===== src/sv/ccpg_pkg.sv =====
package ccpg_pkg;

	localparam int ZFRAC = 30;
	localparam int ANGW  = 41;
	localparam int ZW    = 42;
	localparam int CW    = 33;
	localparam int MAW   = 34;
	localparam int MBW   = 17;
	localparam int MPW   = MAW + MBW;
	localparam int RW    = 29;
	localparam int PW    = 64;
	localparam int DENW  = 29;
	localparam int OW    = 13;
	localparam int TABLE_LEN = 20;

	localparam logic signed [CW-1:0] CORDIC_GAIN = 33'sd652032874;
	localparam logic signed [ZW-1:0] DEG360 = 42'sd360 <<< ZFRAC;
	localparam logic signed [ZW-1:0] DEG270 = 42'sd270 <<< ZFRAC;
	localparam logic signed [ZW-1:0] DEG180 = 42'sd180 <<< ZFRAC;
	localparam logic signed [ZW-1:0] DEG90  = 42'sd90 <<< ZFRAC;

	localparam logic [22:0] STEP_NUM_K = 23'd4500000;
	localparam logic [18:0] STEP_DEN_K = 19'd314159;

	typedef enum logic [2:0] {
		REG_CENTER_X  = 3'd0,
		REG_CENTER_Y  = 3'd1,
		REG_RADIUS    = 3'd2,
		REG_ROTATION  = 3'd3,
		REG_THICKNESS = 3'd4,
		REG_COLOR     = 3'd5
	} reg_index_t;

	function automatic logic [35:0] atan_deg(input logic [4:0] i);
		logic [35:0] v;
		case (i)
			5'd0:  v = 36'd48318382080;
			5'd1:  v = 36'd28524006506;
			5'd2:  v = 36'd15071301663;
			5'd3:  v = 36'd7650428050;
			5'd4:  v = 36'd3840059796;
			5'd5:  v = 36'd1921901881;
			5'd6:  v = 36'd961185452;
			5'd7:  v = 36'd480629869;
			5'd8:  v = 36'd240318601;
			5'd9:  v = 36'd120159761;
			5'd10: v = 36'd60079938;
			5'd11: v = 36'd30039487;
			5'd12: v = 36'd15019745;
			5'd13: v = 36'd7509872;
			5'd14: v = 36'd3754936;
			5'd15: v = 36'd1877468;
			5'd16: v = 36'd938734;
			5'd17: v = 36'd469367;
			5'd18: v = 36'd234684;
			5'd19: v = 36'd117342;
			default: v = 36'd0;
		endcase
		return v;
	endfunction

	// divide by 2^46 toward zero, keep 13 bits
	function automatic logic [OW-1:0] trunc46(input logic signed [PW-1:0] p);
		logic signed [PW-1:0] q;
		q = p >>> 46;
		if (p[PW-1] && (p[45:0] != 46'd0)) begin
			q = q + 64'sd1;
		end
		return q[OW-1:0];
	endfunction

endpackage


===== src/sv/ccpg_div.sv =====
module ccpg_div #(
	parameter int NW = 45,
	parameter int DW = 29
) (
	input  logic          clk,
	input  logic          arst_n,
	input  logic          start,
	input  logic [NW-1:0] num,
	input  logic [DW-1:0] den,
	output logic          done,
	output logic [NW-1:0] quot
);
	localparam int CNTW = $clog2(NW + 1);

	logic [DW:0]     rem_q;
	logic [NW-1:0]   quot_q;
	logic [DW-1:0]   den_q;
	logic [CNTW-1:0] cnt_q;
	logic            busy_q;
	logic            done_q;
	logic [DW:0]     trial;

	assign trial = {rem_q[DW-1:0], quot_q[NW-1]};

	always_ff @(posedge clk or negedge arst_n) begin
		if (!arst_n) begin
			busy_q <= 1'b0;
			done_q <= 1'b0;
			cnt_q  <= '0;
		end else begin
			done_q <= 1'b0;
			if (start) begin
				busy_q <= 1'b1;
				cnt_q  <= CNTW'(NW);
			end else if (busy_q) begin
				cnt_q <= cnt_q - 1'b1;
				if (cnt_q == CNTW'(1)) begin
					busy_q <= 1'b0;
					done_q <= 1'b1;
				end
			end
		end
	end

	always_ff @(posedge clk) begin
		if (start) begin
			rem_q  <= '0;
			quot_q <= num;
			den_q  <= den;
		end else if (busy_q) begin
			if (trial >= {1'b0, den_q}) begin
				rem_q  <= trial - {1'b0, den_q};
				quot_q <= {quot_q[NW-2:0], 1'b1};
			end else begin
				rem_q  <= trial;
				quot_q <= {quot_q[NW-2:0], 1'b0};
			end
		end
	end

	assign done = done_q;
	assign quot = quot_q;

endmodule


===== src/sv/ccpg_cordic.sv =====
module ccpg_cordic #(
	parameter int CORDIC_STEPS = 16
) (
	input  logic                              clk,
	input  logic                              arst_n,
	input  logic                              start,
	input  logic [ccpg_pkg::ANGW-1:0]         angle,
	output logic                              done,
	output logic signed [ccpg_pkg::CW-1:0]    cos_v,
	output logic signed [ccpg_pkg::CW-1:0]    sin_v
);
	import ccpg_pkg::*;

	localparam int NSTEP = (CORDIC_STEPS > TABLE_LEN) ? TABLE_LEN : CORDIC_STEPS;
	localparam int ITW   = $clog2(NSTEP);

	typedef enum logic [2:0] {
		CS_IDLE = 3'b001,
		CS_RED  = 3'b010,
		CS_ROT  = 3'b100
	} cstate_t;

	cstate_t              state_q;
	logic signed [ZW-1:0] z_q;
	logic signed [CW-1:0] x_q, y_q;
	logic [ITW-1:0]       it_q;
	logic                 neg_q;
	logic                 done_q;
	logic signed [CW-1:0] dx, dy;
	logic signed [ZW-1:0] at;

	assign dx = y_q >>> it_q;
	assign dy = x_q >>> it_q;
	assign at = $signed({6'b0, atan_deg(5'(it_q))});

	always_ff @(posedge clk or negedge arst_n) begin
		if (!arst_n) begin
			state_q <= CS_IDLE;
			done_q  <= 1'b0;
		end else begin
			done_q <= 1'b0;
			case (state_q)
				CS_IDLE: if (start) state_q <= CS_RED;
				CS_RED:  if (z_q < DEG360) state_q <= CS_ROT;
				CS_ROT: if (it_q == ITW'(NSTEP - 1)) begin
					state_q <= CS_IDLE;
					done_q  <= 1'b1;
				end
				default: state_q <= CS_IDLE;
			endcase
		end
	end

	always_ff @(posedge clk) begin
		case (state_q)
			CS_IDLE: if (start) z_q <= $signed({1'b0, angle});
			CS_RED: begin
				if (z_q >= DEG360) begin
					z_q <= z_q - DEG360;
				end else begin
					// fold into -90..90
					if (z_q >= DEG270) begin
						z_q   <= z_q - DEG360;
						neg_q <= 1'b0;
					end else if (z_q > DEG90) begin
						z_q   <= z_q - DEG180;
						neg_q <= 1'b1;
					end else begin
						neg_q <= 1'b0;
					end
					x_q  <= CORDIC_GAIN;
					y_q  <= '0;
					it_q <= '0;
				end
			end
			CS_ROT: begin
				if (!z_q[ZW-1]) begin
					x_q <= x_q - dx;
					y_q <= y_q + dy;
					z_q <= z_q - at;
				end else begin
					x_q <= x_q + dx;
					y_q <= y_q - dy;
					z_q <= z_q + at;
				end
				it_q <= it_q + 1'b1;
				if (it_q == ITW'(NSTEP - 1)) begin
					cos_v <= neg_q ? -(x_q + (z_q[ZW-1] ? dx : -dx))
					               :  (x_q + (z_q[ZW-1] ? dx : -dx));
					sin_v <= neg_q ? -(y_q + (z_q[ZW-1] ? -dy : dy))
					               :  (y_q + (z_q[ZW-1] ? -dy : dy));
				end
			end
			default: ;
		endcase
	end

	assign done = done_q;

endmodule


===== src/sv/ccpg_mul.sv =====
module ccpg_mul (
	input  logic                            clk,
	input  logic                            en,
	input  logic signed [ccpg_pkg::MAW-1:0] a,
	input  logic signed [ccpg_pkg::MBW-1:0] b,
	output logic signed [ccpg_pkg::MPW-1:0] p
);
	import ccpg_pkg::*;

	logic signed [MPW-1:0] p_q;

	always_ff @(posedge clk) begin
		if (en) begin
			p_q <= MPW'(a) * MPW'(b);
		end
	end

	assign p = p_q;

endmodule


===== src/sv/cardioid_point_generator.sv =====
// Each accepted request produces one point of the rotated cardioid r = radius*(1+sin(angle+
// rotation)) around (center_x, center_y). Each point takes two sine/cosine evaluations on one
// shared CORDIC unit, each with angle reduction, rotation steps and a hand-off. Then the
// states S_MR to S_FIN drive five passes through one 34x17 multiplier and present the point,
// and S_IDLE takes the next request. A request that starts a run (restart, or the one after
// the last point) first runs a bit-serial divider for the angle step. in_stall is high while a
// point is in progress; the finished point sits in an output register so the next request can
// be taken meanwhile.
module cardioid_point_generator #(
	parameter int FRAC_BITS    = 16,
	parameter int CORDIC_STEPS = 16
) (
	input  logic               clk,
	input  logic               arst_n,
	input  logic               write_en,
	input  logic [2:0]         write_index,
	input  logic [23:0]        write_data,
	input  logic               in_valid,
	output logic               in_stall,
	input  logic               restart,
	output logic               out_valid,
	input  logic               out_stall,
	output logic signed [12:0] point_x,
	output logic signed [12:0] point_y,
	output logic               last
);
	import ccpg_pkg::*;

	localparam int SW = FRAC_BITS + 10;
	localparam int AW = FRAC_BITS + 11;
	localparam int NW = FRAC_BITS + 29;
	localparam logic [AW-1:0] LIMIT = AW'(360) << FRAC_BITS;

	typedef enum logic [12:0] {
		S_IDLE  = 13'b0000000000001,
		S_DIV   = 13'b0000000000010,
		S_ANG1  = 13'b0000000000100,
		S_WAIT1 = 13'b0000000001000,
		S_ANG0  = 13'b0000000010000,
		S_WAIT0 = 13'b0000000100000,
		S_MR    = 13'b0000001000000,
		S_R16   = 13'b0000010000000,
		S_MXL   = 13'b0000100000000,
		S_MXH   = 13'b0001000000000,
		S_MYL   = 13'b0010000000000,
		S_MYH   = 13'b0100000000000,
		S_FIN   = 13'b1000000000000
	} state_t;

	state_t                state_q;
	logic [10:0]           center_x_q, center_y_q;
	logic [9:0]            radius_q;
	logic [8:0]            rotation_q;
	logic [5:0]            thick_q;
	logic [AW-1:0]         acc_q;
	logic [SW-1:0]         step_q;
	logic                  run_active_q;
	logic signed [CW-1:0]  s1_q;
	logic signed [RW-1:0]  r16_q;
	logic signed [PW-1:0]  sum_q;
	logic [OW-1:0]         px_q;
	logic                  out_valid_q;
	logic [OW-1:0]         point_x_q, point_y_q;
	logic                  last_q;

	logic                  in_acc;
	logic                  div_start, div_done;
	logic [NW-1:0]         div_num, div_quot;
	logic [DENW-1:0]       div_den;
	logic [9:0]            rad_nz;
	logic                  cor_start, cor_done;
	logic [ANGW-1:0]       a30, cor_angle;
	logic signed [CW-1:0]  cos_v, sin_v;
	logic                  mul_en;
	logic signed [MAW-1:0] mul_a;
	logic signed [MBW-1:0] mul_b;
	logic signed [MPW-1:0] mul_p;
	logic signed [PW-1:0]  full;
	logic                  load;
	logic                  last_w;

	assign in_stall = (state_q != S_IDLE);
	assign in_acc   = in_valid && !in_stall;

	// configuration registers; color is not stored here
	always_ff @(posedge clk or negedge arst_n) begin
		if (!arst_n) begin
			center_x_q <= '0;
			center_y_q <= '0;
			radius_q   <= 10'd1;
			rotation_q <= '0;
			thick_q    <= 6'd1;
		end else if (write_en) begin
			case (write_index)
				REG_CENTER_X:  center_x_q <= write_data[10:0];
				REG_CENTER_Y:  center_y_q <= write_data[10:0];
				REG_RADIUS:    radius_q   <= write_data[9:0];
				REG_ROTATION:  rotation_q <= write_data[8:0];
				REG_THICKNESS: thick_q    <= write_data[5:0];
				default: ;
			endcase
		end
	end

	// step divider
	assign rad_nz    = (radius_q == 10'd0) ? 10'd1 : radius_q;
	assign div_num   = NW'(29'(thick_q) * 29'(STEP_NUM_K)) << FRAC_BITS;
	assign div_den   = DENW'(STEP_DEN_K) * DENW'(rad_nz);
	assign div_start = in_acc && (restart || !run_active_q);

	ccpg_div #(.NW(NW), .DW(DENW)) u_div (
		.clk(clk), .arst_n(arst_n), .start(div_start), .num(div_num), .den(div_den),
		.done(div_done), .quot(div_quot)
	);

	// sine / cosine
	assign a30       = ANGW'(acc_q) << (ZFRAC - FRAC_BITS);
	assign cor_angle = (state_q == S_ANG1) ? a30 + (ANGW'(rotation_q) << ZFRAC) : a30;
	assign cor_start = (state_q == S_ANG1) || (state_q == S_ANG0);

	ccpg_cordic #(.CORDIC_STEPS(CORDIC_STEPS)) u_cordic (
		.clk(clk), .arst_n(arst_n), .start(cor_start), .angle(cor_angle),
		.done(cor_done), .cos_v(cos_v), .sin_v(sin_v)
	);

	// shared multiplier operands
	always_comb begin
		mul_en = 1'b1;
		mul_a  = MAW'(cos_v);
		mul_b  = $signed({2'b0, r16_q[14:0]});
		case (state_q)
			S_MR: begin
				mul_a = (MAW'(1) <<< ZFRAC) + MAW'(s1_q);
				mul_b = $signed({7'b0, radius_q});
			end
			S_MXL: ;
			S_MXH: mul_b = MBW'($signed(r16_q[RW-1:15]));
			S_MYL: mul_a = MAW'(sin_v);
			S_MYH: begin
				mul_a = MAW'(sin_v);
				mul_b = MBW'($signed(r16_q[RW-1:15]));
			end
			default: mul_en = 1'b0;
		endcase
	end

	ccpg_mul u_mul (.clk(clk), .en(mul_en), .a(mul_a), .b(mul_b), .p(mul_p));

	assign full   = sum_q + (PW'(mul_p) <<< 15);
	assign load   = (state_q == S_FIN) && (!out_valid_q || !out_stall);
	assign last_w = (acc_q + AW'(step_q)) > LIMIT;

	always_ff @(posedge clk or negedge arst_n) begin
		if (!arst_n) begin
			state_q      <= S_IDLE;
			run_active_q <= 1'b0;
			acc_q        <= '0;
			step_q       <= '0;
			out_valid_q  <= 1'b0;
		end else begin
			if (load) begin
				out_valid_q <= 1'b1;
			end else if (!out_stall) begin
				out_valid_q <= 1'b0;
			end
			case (state_q)
				S_IDLE: if (in_acc) begin
					if (div_start) begin
						acc_q        <= '0;
						run_active_q <= 1'b1;
						state_q      <= S_DIV;
					end else begin
						state_q <= S_ANG1;
					end
				end
				S_DIV: if (div_done) begin
					step_q  <= div_quot[SW-1:0];
					state_q <= S_ANG1;
				end
				S_ANG1:  state_q <= S_WAIT1;
				S_WAIT1: if (cor_done) state_q <= S_ANG0;
				S_ANG0:  state_q <= S_WAIT0;
				S_WAIT0: if (cor_done) state_q <= S_MR;
				S_MR:    state_q <= S_R16;
				S_R16:   state_q <= S_MXL;
				S_MXL:   state_q <= S_MXH;
				S_MXH:   state_q <= S_MYL;
				S_MYL:   state_q <= S_MYH;
				S_MYH:   state_q <= S_FIN;
				S_FIN: if (load) begin
					if (last_w) begin
						run_active_q <= 1'b0;
					end else begin
						acc_q <= acc_q + AW'(step_q);
					end
					state_q <= S_IDLE;
				end
				default: state_q <= S_IDLE;
			endcase
		end
	end

	always_ff @(posedge clk) begin
		if (state_q == S_WAIT1 && cor_done) s1_q <= sin_v;
		if (state_q == S_R16) r16_q <= RW'(mul_p >>> 14);
		if (state_q == S_MXH || state_q == S_MYH) sum_q <= PW'(mul_p);
		if (state_q == S_MYL) px_q <= OW'(center_x_q) + trunc46(full);
		if (load) begin
			point_x_q <= px_q;
			point_y_q <= OW'(center_y_q) + trunc46(full);
			last_q    <= last_w;
		end
	end

	assign out_valid = out_valid_q;
	assign point_x   = $signed(point_x_q);
	assign point_y   = $signed(point_y_q);
	assign last      = last_q;

`ifndef SYNTH
	a_restart_divides: assert property (@(posedge clk) disable iff (!arst_n)
		(in_acc && restart) |=> (state_q == S_DIV))
		else $error("restart did not start the step divider");

	a_last_ends_run: assert property (@(posedge clk) disable iff (!arst_n)
		(load && last_w) |=> !run_active_q)
		else $error("run still active after last point");

	a_angle_bound: assert property (@(posedge clk) disable iff (!arst_n)
		run_active_q |-> (acc_q <= LIMIT))
		else $error("angle past full turn");

	a_load_sets_valid: assert property (@(posedge clk) disable iff (!arst_n)
		load |=> out_valid_q)
		else $error("loaded point not presented");
`endif

endmodule


===== config.mk =====
export PLATFORM = sky130hd
export DESIGN_NAME = cardioid_point_generator
export DESIGN_NICKNAME = d
export VERILOG_FILES = /design/src/sv/ccpg_pkg.sv /design/src/sv/ccpg_div.sv /design/src/sv/ccpg_cordic.sv /design/src/sv/ccpg_mul.sv /design/src/sv/cardioid_point_generator.sv
export SDC_FILE = /design/constraint.sdc
export NUM_CORES = 2
export LEC_CHECK = 0
export BUFFER_PORTS_ARGS = -buffer_cell sky130_fd_sc_hd__buf_4
export CORE_MARGIN = 2
export CORE_UTILIZATION = 27
export DETAILED_ROUTE_END_ITERATION = 10
export PLACE_DENSITY = 0.43
export SETUP_SLACK_MARGIN = 0.15
export SLEW_MARGIN = 20
export SYNTH_ARGS = -nofsm -noshare
export SYNTH_HDL_FRONTEND = slang
export SYNTH_SLANG_ARGS = --single-unit

===== constraint.sdc =====
create_clock -name clk -period 30.9 [get_ports clk]
set_input_delay 1.545 -clock clk [delete_from_list [all_inputs] [get_ports clk]]
set_output_delay 1.545 -clock clk [all_outputs]
set_load 0.005 [all_outputs]

==> reports/metrics.yaml <==
timing:
  rsz0062_at_grt: "false"
  skew_ns: 0.0481
  slew_viol_final: 0
  fin_setup_tns_ns: 0
  fin_crit_ns: 11.49
  slew_headroom_pct: 28.4
  fin_crit_sh_pct: 37.2
  fmax_mhz: 87.0
  setup_viol: 0
  tightest_slew_ns: 1.07
  hold_viol: 0
synthesis:
  synth.net_count: 8557
  synth_largest_area_cell: "edfxtp_1"
  synth_edf_count: 436
  synth.most_common_cell: "inv_1"
  synth_seq_cells: 649
  ys.flop_type: "edfxtp_1"
  yosysSeqAreaShare_pct: 26.3
  avgSynthCellArea_sq_um: 9.29
  synthTopCellsByArea: "edfxtp_1 (19%), fa_1 (18%), ha_1 (10%)"
  synth_area_sq_um: 68400
  synth_common_cells: "inv_1 (867), nand2_1 (792), nor2_1 (746)"
  synthDistinctLibCells: 89
  synthCells: 7360
  yosys_warnings: 0
  synthArstFlopShare_pct: 19.6
  netlist.area_leader.share_pct: 19.2
detailed_routing:
  drt_pass1_iterations: 6
  vias_per_cell: 4.86
  dr.first_iter.drc_count: 3388
  route.antenna.remaining_nets: 0
  drc_errors: 0
  vias: 52200
  totalWireLength_mm: 203
  wire_per_inst_microns: 18.9
setup_path:
  critPathRequiredTime_ns: 31.35
  crit_buf_inv: 8
  reg2reg_depth: 34
  worstPathArrival_ns: 11.94
  crit_path_frequent_cell: "fa_1"
  start_kind: "register"
  slowest_stage: "o41ai_1"
  crit_path_max_fanout: 68
  critPathMaxStageDelay_ns: 0.74
  critical_path_class: "register to register"
  worstReg2RegStart: "state_q[9]"
  crit_family: "adder cells"
  end_kind: "register"
  r2r_end: "u_mul.p[50]"
  r2r_slack_ns: 19.41
place:
  placement.cell_area_sq_um: 72800
  place.port_buffers: 48
  dp_hpwl_mm: 158
  gp_congestion: 0.847
flow_run:
  maxCapViolations: 0
global_routing:
  grtUsageTotal_pct: 15.7
  grt_first_pass_wirelength_mm: 317
  grt.overflow.total: 0
  grt_max_degree: 86
  grt_pass1_vias: 53600
  antenna_found_initial: 4
worst_hold_path:
  worstHoldStart: "px_q[11]"
  hold_class: "register to register"
  hold_depth: 0
  hold_path_end: "point_x[11]"
clock_network:
  cts_sinks: 649
  cts_setup_buffers: 0
  insertion_delay_ns: 0.72
  cts_buffers: 84
  cts.clk_slew.worst_paths_ns: 0.06
  postCtsHoldBufs: 0
  clockRootBuffer: "clkbuf_16"
  cts.path.max_buffers: 3
  cts-resized-gates: 0
  h-tree-depth: 3
  cts_tree: "yes"
power:
  p_per_area_nw_per_um2: 72.9
  comb_power_share_pct: 58.1
  p_int_w: 0.00314
  switching_share_pct: 43.1
  clkPwrFrac_pct: 18.8
  ir_drop_mv: 0.0965
  p_seq_share_pct: 23.1
  power_w: 0.00552
  p_leak_nw: 33.1
  power_switching_w: 0.00238
floorplanning:
  die_w_microns: 507
  initial_core_util_pct: 27.2
  rows: 184
  die_area_sq_um: 257000
  ios: 62
  die-height_microns: 507
  core_sq_um: 252000
cells_and_area:
  fin_nets: 8516
  design_area_sq_um: 75800
  drive_gt1_share_pct: 6.88
  area_growth_pct: 10.9
  final_core_util_pct: 30.1
status:
  status: "finished, final reports clean"
## final cells by class
type,count,area [sq um]
sequential,649,18000
timing repair buffer,150,1140
fill,26300,176000
clock inverter,52,508
multi-input combinational,5564,46300
inverter,870,3270
tap,3348,4190
antenna,2,5.00
clock buffer,104,2400
## sequential cells by signal, indices dropped and copies added, names as in the netlist, 26 cells and up
| register | flops |
|---|---|
| acc_q | 27 |
| r16_q | 29 |
| s1_q | 33 |
| step_q | 26 |
| sum_q | 51 |
| u_cordic.at | 36 |
| u_cordic.cos_v | 33 |
| u_cordic.sin_v | 33 |
| u_cordic.x_q | 33 |
| u_cordic.y_q | 33 |
| u_cordic.z_q | 42 |
| u_div.den_q | 29 |
| u_div.quot | 45 |
| u_div.rem_q | 29 |
| u_mul.p | 51 |
## cells in the final DEF, fill, tap and decap left out, drive strengths merged, types with 140 or more instances in the layout
| cell | instances |
|---|---|
| buf | 149 |
| o21ai | 345 |
| xnor2 | 329 |
| edfxtp | 436 |
| xor2 | 186 |
| a21oi | 418 |
| fa | 619 |
| a21o | 140 |
| inv | 871 |
| ha | 545 |
| nand2 | 792 |
| nor2 | 747 |
## metal layers
metal  routed length, microns  global-route usage [%]  vias up
met2                    94300                    26.0      932
met5                        0                       0        -
met4                     4820                    3.85        0
met3                     7230                    1.69      224
li1                         -                       -    25100
met1                    96500                    21.7    26000
## per-stage QoR
step           std cells  worst slack [ns]  hold WS (ns)
5_1_grt            10700             18.75         0.421
2_1_floorplan       7360             20.85         0.400
3_3_place_gp       10600             19.16         0.404
4_1_cts            10700             19.05         0.418
3_5_place_dp       10600             19.08         0.405
6_report           10700             19.41         0.416
## power by group through the flow
stage / Sequential, W / Combinational [W] / Clock [W]
3_5_place_dp: 0.00129 / 0.00323 / 0
5_1_grt: 0.00129 / 0.00365 / 0.00111
6_report: 0.00127 / 0.00321 / 0.00104
2_1_floorplan: 0.00125 / 0.00248 / 0
4_1_cts: 0.00128 / 0.00326 / 0.00108
3_3_place_gp: 0.00129 / 0.00322 / 0
## worst reg2reg max path, delay by kind of cell, from the launching register on
kind,cells,cell delay (ns)
XOR/XNOR,1,0.15
adder cells (fa/ha/maj),7,3.48
flip-flops,1,0.43
AO/OA/AOI/OAI,8,3.18
AND/OR/NAND/NOR,10,2.25
buffers and inverters,8,1.71
## worst max-delay path by stage
stage	startpoint	end	cells past startpoint
after floorplan	state_q[7]	u_mul.p[49]	34
after global placement	state_q[9]	u_mul.p[50]	33
after detailed placement	state_q[9]	u_mul.p[50]	33
after CTS	state_q[9]	u_mul.p[50]	33
after global routing	state_q[9]	u_mul.p[49]	35
final	state_q[9]	u_mul.p[50]	34
## cells by family (layout without fill, tap and decap cells)
logic type | Yosys count | in the layout | share of synthesized area [%]
adders and majority gates | 1164 | 1164 | 28.1
muxes | 232 | 232 | 4.56
DFF | 649 | 649 | 26.3
AOI/OAI and AO/OA | 1482 | 1482 | 13.9
and+or+nand+nor | 2171 | 2171 | 14.2
buffers and inverters | 1147 | 1176 | 6.32
xor gates and xnor gates | 515 | 515 | 6.60
other | 0 | 2 | 0
Note: power is estimated with default switching activity, not from simulation.
